$ cat config.mk
export PLATFORM = sky130hd
export DESIGN_NAME = light_cover_gesture_detector
export DESIGN_NICKNAME = d
export VERILOG_FILES = /design/src/lcgd_pkg.sv /design/src/light_cover_gesture_detector.sv /design/src/lcgd_level_track.sv
export SDC_FILE = /design/constraint.sdc
export NUM_CORES = 1
export LEC_CHECK = 0
export ABC_AREA = 1
export BUFFER_PORTS_ARGS = -buffer_cell sky130_fd_sc_hd__buf_2
export CORE_MARGIN = 2
export CORE_UTILIZATION = 45
export DETAILED_ROUTE_END_ITERATION = 8
export PLACE_DENSITY = 0.66
export REMOVE_ABC_BUFFERS = 1
export SLEW_MARGIN = 20
export SYNTH_ARGS = -nofsm -noshare
export SYNTH_HDL_FRONTEND = slang
export SYNTH_SLANG_ARGS = --single-unit
$ cat constraint.sdc
create_clock -name clk -period 5.25 [get_ports clk]
set_input_delay 0.525 -clock clk [delete_from_list [all_inputs] [get_ports clk]]
set_output_delay 0.525 -clock clk [all_outputs]
set_load 0.02 [all_outputs]
$ cat src/lcgd_pkg.sv
// Shared types and constants for the light cover gesture detector.
package lcgd_pkg;

    // Register indexes on the configuration port
    typedef enum logic [2:0] {
        REG_RELEASE_MODE   = 3'd0,
        REG_MIRROR_LOCK    = 3'd1,
        REG_TRIGGER_DROP   = 3'd2,
        REG_HOLD_DROP      = 3'd3,
        REG_WARMUP_SAMPLES = 3'd4,
        REG_WAVES_NEEDED   = 3'd5,
        REG_WAVE_TIMEOUT   = 3'd6
    } reg_index_t;

    // Release modes
    typedef enum logic [1:0] {
        MODE_OFF    = 2'd0,
        MODE_NEAR   = 2'd1,
        MODE_AWAY   = 2'd2,
        MODE_WAVE   = 2'd3
    } release_mode_t;

    // Item kinds on the input stream
    localparam logic KIND_SAMPLE = 1'b0;
    localparam logic KIND_TICK   = 1'b1;

    localparam int EV_W = 14;
    localparam int DROP_W = 12;

    // Delayed-average history holds this value after reset
    localparam logic signed [EV_W-1:0] HIST_RESET = 14'sd1000;

    // Reset values of the registers
    localparam logic [DROP_W-1:0] TRIGGER_DROP_RESET = 12'd200;
    localparam logic [DROP_W-1:0] HOLD_DROP_RESET    = 12'd100;
    localparam logic [7:0]        WARMUP_RESET       = 8'd50;
    localparam logic [3:0]        WAVES_NEEDED_RESET = 4'd5;
    localparam logic [7:0]        WAVE_TIMEOUT_RESET = 8'd50;

    localparam logic [3:0] WAVE_COUNT_MAX = 4'd15;

    typedef struct packed {
        release_mode_t     release_mode;
        logic              mirror_lock_enabled;
        logic [DROP_W-1:0] trigger_drop;
        logic [DROP_W-1:0] hold_drop;
        logic [7:0]        warmup_samples;
        logic [3:0]        waves_needed;
        logic [7:0]        wave_timeout_ticks;
    } cfg_t;

    // Flag state handed from the level tracker to the release logic
    typedef struct packed {
        logic covered;
        logic covered_next;
    } track_t;

endpackage

$ cat src/light_cover_gesture_detector.sv
// Top level of the light cover gesture detector: config port, release logic, output stage.
//
//  channel  | dir | handshake          | payload
//  ---------+-----+--------------------+------------------------------------------------
//  s_       | in  | s_tvalid/s_tready  | tdata: light_ev, release_allowed, shot_pending
//           |     |                    | tuser: kind
//  m_       | out | m_tvalid/m_tready  | tdata: covered, fire_request,
//           |     |                    |        mirror_lock_request, waves_seen
//  apb      | in  | psel/penable       | paddr, pwdata, prdata (7 registers, 4-byte stride)
//
// One item per cycle unless m_tready stalls; each result is registered and appears in
// the cycle after its acceptance. Release and level state update at the accepting
// edge; the result register holds it until m_tready takes it, and s_tready follows
// its free slot. rst_n clears all but m_tdata, sets register defaults, history to 1000.
module light_cover_gesture_detector #(
    parameter int HISTORY_DEPTH = 4
) (
    input  logic        clk,
    input  logic        rst_n,
    // Input stream
    input  logic        s_tvalid,
    output logic        s_tready,
    input  logic [15:0] s_tdata,   // [13:0] light_ev, [14] release_allowed, [15] shot_pending
    input  logic        s_tuser,   // [0] kind
    // Output stream
    output logic        m_tvalid,
    input  logic        m_tready,
    output logic [7:0]  m_tdata,   // [0] covered, [1] fire_request,
                                   // [2] mirror_lock_request, [6:3] waves_seen, [7] zero
    // Configuration port
    input  logic        psel,
    input  logic        penable,
    input  logic        pwrite,
    input  logic [4:0]  paddr,
    input  logic [31:0] pwdata,
    output logic [31:0] prdata,
    output logic        pready
);

    lcgd_pkg::cfg_t   cfg_reg;
    lcgd_pkg::track_t track;

    logic        accept;
    logic        sample_en;
    logic        kind;
    logic        release_allowed;
    logic        shot_pending;
    logic signed [lcgd_pkg::EV_W-1:0] light_ev;

    logic        last_acted_reg;
    logic        last_acted_next;
    logic [7:0]  warmup_reg;
    logic [7:0]  warmup_next;
    logic [3:0]  wave_count_reg;
    logic [3:0]  wave_count_next;
    logic [7:0]  countdown_reg;
    logic [7:0]  countdown_next;
    logic        fire;
    logic        mlu;
    logic        covered_out;

    logic        m_tvalid_reg;
    logic [7:0]  m_tdata_reg;

    lcgd_pkg::reg_index_t reg_idx;

    assign kind            = s_tuser;
    assign light_ev        = $signed(s_tdata[13:0]);
    assign release_allowed = s_tdata[14];
    assign shot_pending    = s_tdata[15];

    assign s_tready  = !m_tvalid_reg || m_tready;
    assign accept    = s_tvalid && s_tready;
    assign sample_en = accept && (kind == lcgd_pkg::KIND_SAMPLE);

    lcgd_level_track #(
        .HISTORY_DEPTH (HISTORY_DEPTH)
    ) u_track (
        .clk          (clk),
        .rst_n        (rst_n),
        .sample_en    (sample_en),
        .light_ev     (light_ev),
        .trigger_drop (cfg_reg.trigger_drop),
        .hold_drop    (cfg_reg.hold_drop),
        .track        (track)
    );

    // Configuration registers: write on the access phase
    assign pready  = 1'b1;
    assign reg_idx = lcgd_pkg::reg_index_t'(paddr[4:2]);

    always_ff @(posedge clk or negedge rst_n)
    begin
        if (!rst_n)
        begin
            cfg_reg.release_mode        <= lcgd_pkg::MODE_OFF;
            cfg_reg.mirror_lock_enabled <= 1'b0;
            cfg_reg.trigger_drop        <= lcgd_pkg::TRIGGER_DROP_RESET;
            cfg_reg.hold_drop           <= lcgd_pkg::HOLD_DROP_RESET;
            cfg_reg.warmup_samples      <= lcgd_pkg::WARMUP_RESET;
            cfg_reg.waves_needed        <= lcgd_pkg::WAVES_NEEDED_RESET;
            cfg_reg.wave_timeout_ticks  <= lcgd_pkg::WAVE_TIMEOUT_RESET;
        end
        else if (psel && penable && pwrite && pready)
        begin
            unique case (reg_idx)
                lcgd_pkg::REG_RELEASE_MODE:
                    cfg_reg.release_mode <= lcgd_pkg::release_mode_t'(pwdata[1:0]);
                lcgd_pkg::REG_MIRROR_LOCK:    cfg_reg.mirror_lock_enabled <= pwdata[0];
                lcgd_pkg::REG_TRIGGER_DROP:   cfg_reg.trigger_drop <= pwdata[11:0];
                lcgd_pkg::REG_HOLD_DROP:      cfg_reg.hold_drop <= pwdata[11:0];
                lcgd_pkg::REG_WARMUP_SAMPLES: cfg_reg.warmup_samples <= pwdata[7:0];
                lcgd_pkg::REG_WAVES_NEEDED:   cfg_reg.waves_needed <= pwdata[3:0];
                lcgd_pkg::REG_WAVE_TIMEOUT:   cfg_reg.wave_timeout_ticks <= pwdata[7:0];
                default: ;
            endcase
        end
    end

    // Register read mux
    always_comb
    begin
        unique case (reg_idx)
            lcgd_pkg::REG_RELEASE_MODE:   prdata = 32'(cfg_reg.release_mode);
            lcgd_pkg::REG_MIRROR_LOCK:    prdata = 32'(cfg_reg.mirror_lock_enabled);
            lcgd_pkg::REG_TRIGGER_DROP:   prdata = 32'(cfg_reg.trigger_drop);
            lcgd_pkg::REG_HOLD_DROP:      prdata = 32'(cfg_reg.hold_drop);
            lcgd_pkg::REG_WARMUP_SAMPLES: prdata = 32'(cfg_reg.warmup_samples);
            lcgd_pkg::REG_WAVES_NEEDED:   prdata = 32'(cfg_reg.waves_needed);
            lcgd_pkg::REG_WAVE_TIMEOUT:   prdata = 32'(cfg_reg.wave_timeout_ticks);
            default:                      prdata = '0;
        endcase
    end

    // Release logic and wave timeout
    always_comb
    begin
        last_acted_next = last_acted_reg;
        warmup_next     = warmup_reg;
        wave_count_next = wave_count_reg;
        countdown_next  = countdown_reg;
        fire            = 1'b0;
        mlu             = 1'b0;

        if (kind == lcgd_pkg::KIND_TICK)
        begin
            // Count down; clear the wave count when the timeout expires
            if (countdown_reg != '0)
            begin
                countdown_next = countdown_reg - 8'd1;
                if (countdown_reg == 8'd1)
                begin
                    wave_count_next = '0;
                end
            end
        end
        else if (warmup_reg < cfg_reg.warmup_samples)
        begin
            warmup_next = warmup_reg + 8'd1;
        end
        else if (track.covered_next != last_acted_reg)
        begin
            last_acted_next = track.covered_next;
            if (!shot_pending)
            begin
                if (cfg_reg.release_mode == lcgd_pkg::MODE_OFF || !release_allowed)
                begin
                    wave_count_next = '0;
                end
                else
                begin
                    case (cfg_reg.release_mode)
                        lcgd_pkg::MODE_NEAR:
                        begin
                            // Fire on cover, ignore uncover
                            if (track.covered_next)
                            begin
                                fire            = 1'b1;
                                wave_count_next = '0;
                            end
                        end
                        lcgd_pkg::MODE_AWAY:
                        begin
                            // Cover asks for mirror lock, uncover fires
                            if (track.covered_next)
                            begin
                                mlu = cfg_reg.mirror_lock_enabled;
                            end
                            else
                            begin
                                fire            = 1'b1;
                                wave_count_next = '0;
                            end
                        end
                        default:
                        begin
                            // Wave: count changes, fire once enough are seen
                            countdown_next = cfg_reg.wave_timeout_ticks;
                            if (wave_count_reg != lcgd_pkg::WAVE_COUNT_MAX)
                            begin
                                wave_count_next = wave_count_reg + 4'd1;
                            end
                            if (!(wave_count_next < cfg_reg.waves_needed))
                            begin
                                fire            = 1'b1;
                                wave_count_next = '0;
                            end
                        end
                    endcase
                end
            end
        end
    end

    assign covered_out = (kind == lcgd_pkg::KIND_TICK) ? track.covered : track.covered_next;

    // Advance release state on each accepted request
    always_ff @(posedge clk or negedge rst_n)
    begin
        if (!rst_n)
        begin
            last_acted_reg <= 1'b0;
            warmup_reg     <= '0;
            wave_count_reg <= '0;
            countdown_reg  <= '0;
        end
        else if (accept)
        begin
            last_acted_reg <= last_acted_next;
            warmup_reg     <= warmup_next;
            wave_count_reg <= wave_count_next;
            countdown_reg  <= countdown_next;
        end
    end

    // Output register: hold the result until taken
    always_ff @(posedge clk or negedge rst_n)
    begin
        if (!rst_n)
        begin
            m_tvalid_reg <= 1'b0;
        end
        else if (s_tready)
        begin
            m_tvalid_reg <= accept;
        end
    end

    always_ff @(posedge clk)
    begin
        if (accept)
        begin
            m_tdata_reg <= {1'b0, wave_count_next, mlu, fire, covered_out};
        end
    end

    assign m_tvalid = m_tvalid_reg;
    assign m_tdata  = m_tdata_reg;

endmodule

$ cat src/lcgd_level_track.sv
// Running light average, delayed-average history and covered hysteresis flag.
module lcgd_level_track #(
    parameter int HISTORY_DEPTH = 4
) (
    input  logic                                clk,
    input  logic                                rst_n,
    input  logic                                sample_en,
    input  logic signed [lcgd_pkg::EV_W-1:0]    light_ev,
    input  logic [lcgd_pkg::DROP_W-1:0]         trigger_drop,
    input  logic [lcgd_pkg::DROP_W-1:0]         hold_drop,
    output lcgd_pkg::track_t                    track
);

    logic signed [lcgd_pkg::EV_W-1:0] avg_reg;
    logic signed [lcgd_pkg::EV_W-1:0] avg_next;
    logic signed [lcgd_pkg::EV_W-1:0] hist_reg [HISTORY_DEPTH];
    logic                             covered_reg;
    logic                             covered_next;

    logic signed [19:0] avg_sum;
    logic signed [19:0] avg_quot;
    logic signed [15:0] delta;
    logic signed [15:0] trig_neg;
    logic signed [15:0] hold_neg;

    // Average step: seed from the sample when unseeded, else 63/64 blend
    always_comb
    begin
        avg_sum  = ($signed(20'(avg_reg)) <<< 6) - 20'(avg_reg) + 20'(light_ev);
        // Truncate toward zero: bias negative sums before the shift
        avg_quot = (avg_sum + (avg_sum[19] ? 20'sd63 : 20'sd0)) >>> 6;
        if (avg_reg == '0)
        begin
            avg_next = light_ev;
        end
        else
        begin
            avg_next = avg_quot[lcgd_pkg::EV_W-1:0];
        end
    end

    // Hysteresis against the oldest history entry
    always_comb
    begin
        delta    = 16'(light_ev) - 16'(hist_reg[HISTORY_DEPTH-1]);
        trig_neg = 16'sd0 - $signed({4'b0, trigger_drop});
        hold_neg = 16'sd0 - $signed({4'b0, hold_drop});
        if (delta < trig_neg)
        begin
            covered_next = 1'b1;
        end
        else if (delta > hold_neg)
        begin
            covered_next = 1'b0;
        end
        else
        begin
            covered_next = covered_reg;
        end
    end

    // Advance average, history and flag on each light sample
    always_ff @(posedge clk or negedge rst_n)
    begin
        if (!rst_n)
        begin
            avg_reg     <= '0;
            covered_reg <= 1'b0;
            for (int i = 0; i < HISTORY_DEPTH; i++)
            begin
                hist_reg[i] <= lcgd_pkg::HIST_RESET;
            end
        end
        else if (sample_en)
        begin
            avg_reg     <= avg_next;
            covered_reg <= covered_next;
            hist_reg[0] <= avg_next;
            for (int i = 1; i < HISTORY_DEPTH; i++)
            begin
                hist_reg[i] <= hist_reg[i-1];
            end
        end
    end

    assign track.covered      = covered_reg;
    assign track.covered_next = covered_next;

endmodule
# Word level (Yosys, flattened, before mapping)
# Index checks and enable logic that the tools add are counted.
# word_totals
ff_bits	147
inputBits	61
out_inout_bits	43
# classes
add_sub_neg	9
order_cmp	4
n_eq_ne	16
muxes	35
bitwise	5
reduce_logical	26
# op_table
cell	n
case mux 12 bit (7 select lines)	1
two-way mux 4 bit	17
two-way mux 8 bit	7
subtractor 1 x 12 -> 13 bit, first input constant	2
adder 20 x 14 -> 20 bit	1
adder 20 bit	1
subtractor 20 x 14 -> 20 bit	1
> comparator 16 bit	1
less-than comparator 16 bit	1
subtractor 14 x 14 -> 15 bit	1
logical NOT 14 bit	1
two-way mux 14 bit	1
AND reduction 2 bit	7
== test 3 bit, second input constant	3
adder 8 x 1 -> 8 bit, second input constant	1
== test 8 x 1 -> 1 bit, second input constant	1
less-than comparator 8 bit	1
case mux 4 bit (2 select lines)	1
nonzero test 8 bit	1
subtractor 8 x 1 -> 8 bit, second input constant	1
AND reduction 7 bit	1
OR reduction 7 bit	1
== test 3 x 2 -> 1 bit, second input constant	2
two-way mux 1 bit	6
other kinds (22)	34

# Depth between registers and ports, before layout
# depth
word_depth	16
depth_mapped	35
ltp_nobuf	35

# Modules after synthesis
# A second synthesis with hierarchy kept.
# unflattened
hier_cells	1406
area_unflattened_um2	10647.7
# by_module_without_submodules
mod	n_inst	cells_each	area_per_inst_um2
lcgd_level_track	1	895	6344.8
light_cover_gesture_detector	1	511	4302.9

# Worst setup path before layout
# OpenSTA, ideal clock, no wires.
# synth_path
kind	input to register
from	input s_tdata[13]
to	register u_track.avg_reg[8] (netlist bit)
setup_ps	133
t_arrival_ps	3775
t_required_ps	5117
path_slack_ps	1343
stages	19
n_path_buf	1
path_cell_list	inv_1 -> fa_1 -> inv_1 -> ha_1 -> nand2_1 -> o21ai_0 -> a21oi_1 -> nand3_1 -> xor2_2 -> ha_1 -> a21oi_1 -> o21ai_0 -> a21oi_2 -> nor3_2 -> buf_4 -> nand3_1 -> nor2_1 -> o211ai_1 -> o21ai_0
# synth_via
elab_chain_cells	4
# synth_rtl
element	line	text
start: declaration	light_cover_gesture_detector.sv:23	input logic [15:0] s_tdata,
adder 20 x 14 -> 20 bit (*)	lcgd_level_track.sv:29	avg_sum = ($signed(20'(avg_reg)) <<< 6) - 20'(avg_reg) + 20'(light_ev);
two-way mux 6 bit	lcgd_level_track.sv:31	avg_quot = (avg_sum + (avg_sum[19] ? 20'sd63 : 20'sd0)) >>> 6;
adder 20 bit (*)	lcgd_level_track.sv:31	
two-way mux 14 bit (*)	lcgd_level_track.sv:32	if (avg_reg == '0)
end signal: assignment	lcgd_level_track.sv:76	avg_reg <= avg_next;
end: declaration	lcgd_level_track.sv:14	logic signed [lcgd_pkg::EV_W-1:0] avg_reg;
# Every way passes the cells marked *; elsewhere a longest branch is shown, timed or not.
# A chain may end at the register's enable or synchronous reset.

==> flow_summary_export.csv <==
group,metric,value,unit
placement,portBuffers,59,
layout,final_nets,1608,
detailed_routing,drt_iter0_drc,644,
detailed_routing,dr_total_vias,8883,
clocking,path_clk_slew,0.07,ns
critical_path,crit_arrival,4.91,ns
synth,yosysWarnings,0,
clocking,clk_latency,0.42,ns
worst_hold_path,hold_class,"input port to async pin",
clocking,postCtsSetupBuffers,0,
global_routing,grt_usage,20.92,%
detailed_routing,wirelength,24.21,mm
global_routing,grt_overflow,0,
detailed_routing,via_per_inst,5.093,
timing,finalCritPeriodShare,88.39,%
layout,largest_register_ffs,56,
critical_path,crit_type,"flip-flop to flip-flop",
job,maxCapViolations,0,
die,pin_count,104,
clocking,cts_tree,"done",
die,fp.dieW,156.2,um
clocking,cts_made_buffers,17,
critical_path,cp_cell_sequence,"fa_1 > inv_1 > ha_1 > nand4_1 > nor3_2 > nand4_1 > nand3_1 > xor2_2 > ha_1 > nand2_1 > o21ai_0 > a21oi_2 > nor3_2 > nand3_1 > nand2_1 > nand2_1 > o211ai_1 > o21ai_0",
die,die_area,24390,um^2
die,design.core.area,22710,um^2
power,swShare,49.78,%
timing,tns,0,ns
detailed_routing,route.detailed.drc,0,
layout,drive_above_1_share,12.13,%
layout,final_common_cell,"nand2_1",
power,combPwrFrac,63.8,%
layout,final_cell_mix,"nand2_1, inv_1, o21ai_0",
power,p_clk_share,14.6,%
synth,netlist.area_leader.share,22.57,%
clocking,cts_resized,0,
detailed_routing,firstDrtPassIters,5,
timing,slew_headroom,37.87,%
synth,synth_top_area_cell,"dfrtp_1",
timing,finalSetupViolations,0,
placement,dp_hpwl,18.91,mm
global_routing,grt_pass1_wl,40.81,mm
clocking,cts_max_level,4,
timing,fin_crit,4.640,ns
timing,hold_viol_final,0,
clocking,cts_hold_buf,0,
clocking,cts_root_buf,"clkbuf_16",
power,powerDensity,703.9,nW/um^2
global_routing,antenna_found_initial,0,
clocking,cts_buffer_depth,2,
power,switching_power,0.004027,W
critical_path,crit_path_end_kind,"flip-flop",
global_routing,first_global_vias,8315,
global_routing,grt_max_degree,85,
layout,syn2layout_area_growth,10.27,%
synth,syn_area,10420,um^2
timing,fmax,215.5,MHz
clocking,clock-sinks,139,
synth,ys_types,51,
synth,synth.avg_cell_area,7.492,um^2
detailed_routing,wire_per_inst,13.88,um
power,pwr-share-seq,21.6,%
layout,fin_cells,1744,
synth,ys_seq_area_share,34.17,%
synth,synth_cells,1391,
synth,postSynth.asyncResetShare,94.96,%
critical_path,cpMaxStageDelayCell,"fa_1",
critical_path,required,5.52,ns
die,rows,55,
power,p_leak,5.940,nW
layout,utilization,50.60,%
layout,diodes,0,
die,die_h,156.2,um
synth,synth_edf_count,7,
timing,tightest_slew,0.9285,ns
power,p_int,0.004062,W
layout,fillers,2281,
synth,ys_ff_latch,139,
timing,fin_skew,0.008598,ns
placement,post-place-cells,1712,
power,ir_worst_vdd,0.0005182,V
critical_path,crit_top_cell,"nand2_1",
critical_path,startpoint_type,"flip-flop",
die,initial_utilization,45.89,%
timing,worst_slack,0.6097,ns
timing,grt_setup_unrepaired,"no",
placement,pre_cts_ws,0.2904,ns
timing,worst_hold_slack,0.1270,ns
critical_path,cpPeakStageDelay,0.57,ns
timing,drv_slew,0,
placement,gp_congestion,0.9339,
synth,synth_area_leaders,"dfrtp_1, nand2_1, ha_1",
run_status,status,"completed",
detailed_routing,ant_nets,0,
synth,synth_flop_cell,"dfrtp_1",
critical_path,critPathMaxFanout,11,
area by class of cell:
cell class                 count  area [um^2]  share of cell area [%]
timing repair buffer          65        346.6                   3.016
tap                          285        356.6                   3.103
multi-input combinational    996         5802                   50.49
inverter                     227        852.1                   7.415
clock inverter                14        133.9                   1.165
sequential                   139         3561                   30.99
clock buffer                  18        439.2                   3.822
through the flow:
stage | area (um^2) | total power [W]
2_1_floorplan | 10210 | 0.005652
3_3_place_gp | 10920 | 0.006764
3_5_place_dp | 10920 | 0.006904
4_1_cts | 11490 | 0.008121
5_1_grt | 11490 | 0.008998
6_report | 11490 | 0.008089
power groups by stage:
stage	clock, W	sequential [W]	combinational, W
after global routing	0.00126	0.00179	0.00595
after global placement	0	0.00175	0.00502
after floorplan	0	0.00170	0.00395
final	0.00118	0.00175	0.00516
after CTS	0.00121	0.00174	0.00517
after detailed placement	0	0.00176	0.00515
synthesized netlist by cell type, drive strengths merged, types with 26 or more instances:
master,n
a21oi,68
buf,26
dfrtp,94
dfstp,38
ha,86
inv,225
nand2,365
nand3,65
nand4,26
nor2,86
o21ai,133
xor2,34
routing by layer:
layer  share of wire (%)  up-vias  GRT usage [%]
met5                   0        -              0
met4                0.94        0          3.976
met3                 3.8       15          3.861
met2                  46      171          33.71
met1                  49     4141          29.69
li1                    -     4556              -
worst max-delay path: cells and delay by family, from the launching register on:
kind	cells	cell delay, ns
flip-flops	1	0.55
AND/OR/NAND/NOR	9	1.65
buffers and inverters	1	0.04
AO/OA/AOI/OAI	4	0.61
XOR/XNOR	1	0.43
adder cells (fa/ha/maj)	3	1.18
worst paths after layout:
check | startpoint | to | slack (ns) | cells after the start
max | u_track.hist_reg[55] | u_track.avg_reg[8] | 0.61 | 18
min | rst_n | u_track.avg_reg[3] | 0.13 | 1
max reg2reg | u_track.hist_reg[55] | u_track.avg_reg[8] | 0.61 | 18
min reg2reg | u_track.hist_reg[22] | u_track.hist_reg[22] | 0.46 | 2
max in group asynchronous | rst_n | u_track.hist_reg[46] | 4.03 | 2
min in group clk | pwdata[4] | cfg_reg[4] | 0.32 | 3
cells by family (layout without fill, tap and decap cells):
family | after synthesis | count (layout) | synth area share, %
simple gates | 567 | 567 | 23.10
buf+inv | 276 | 324 | 10.95
fa+ha+maj | 101 | 101 | 13.21
flops | 139 | 139 | 34.17
compound gates | 249 | 249 | 13.62
other cells | 2 | 22 | 0.07206
mux | 1 | 1 | 0.1080
xor+xnor | 56 | 56 | 4.779
(Power assumes the default switching activity.)
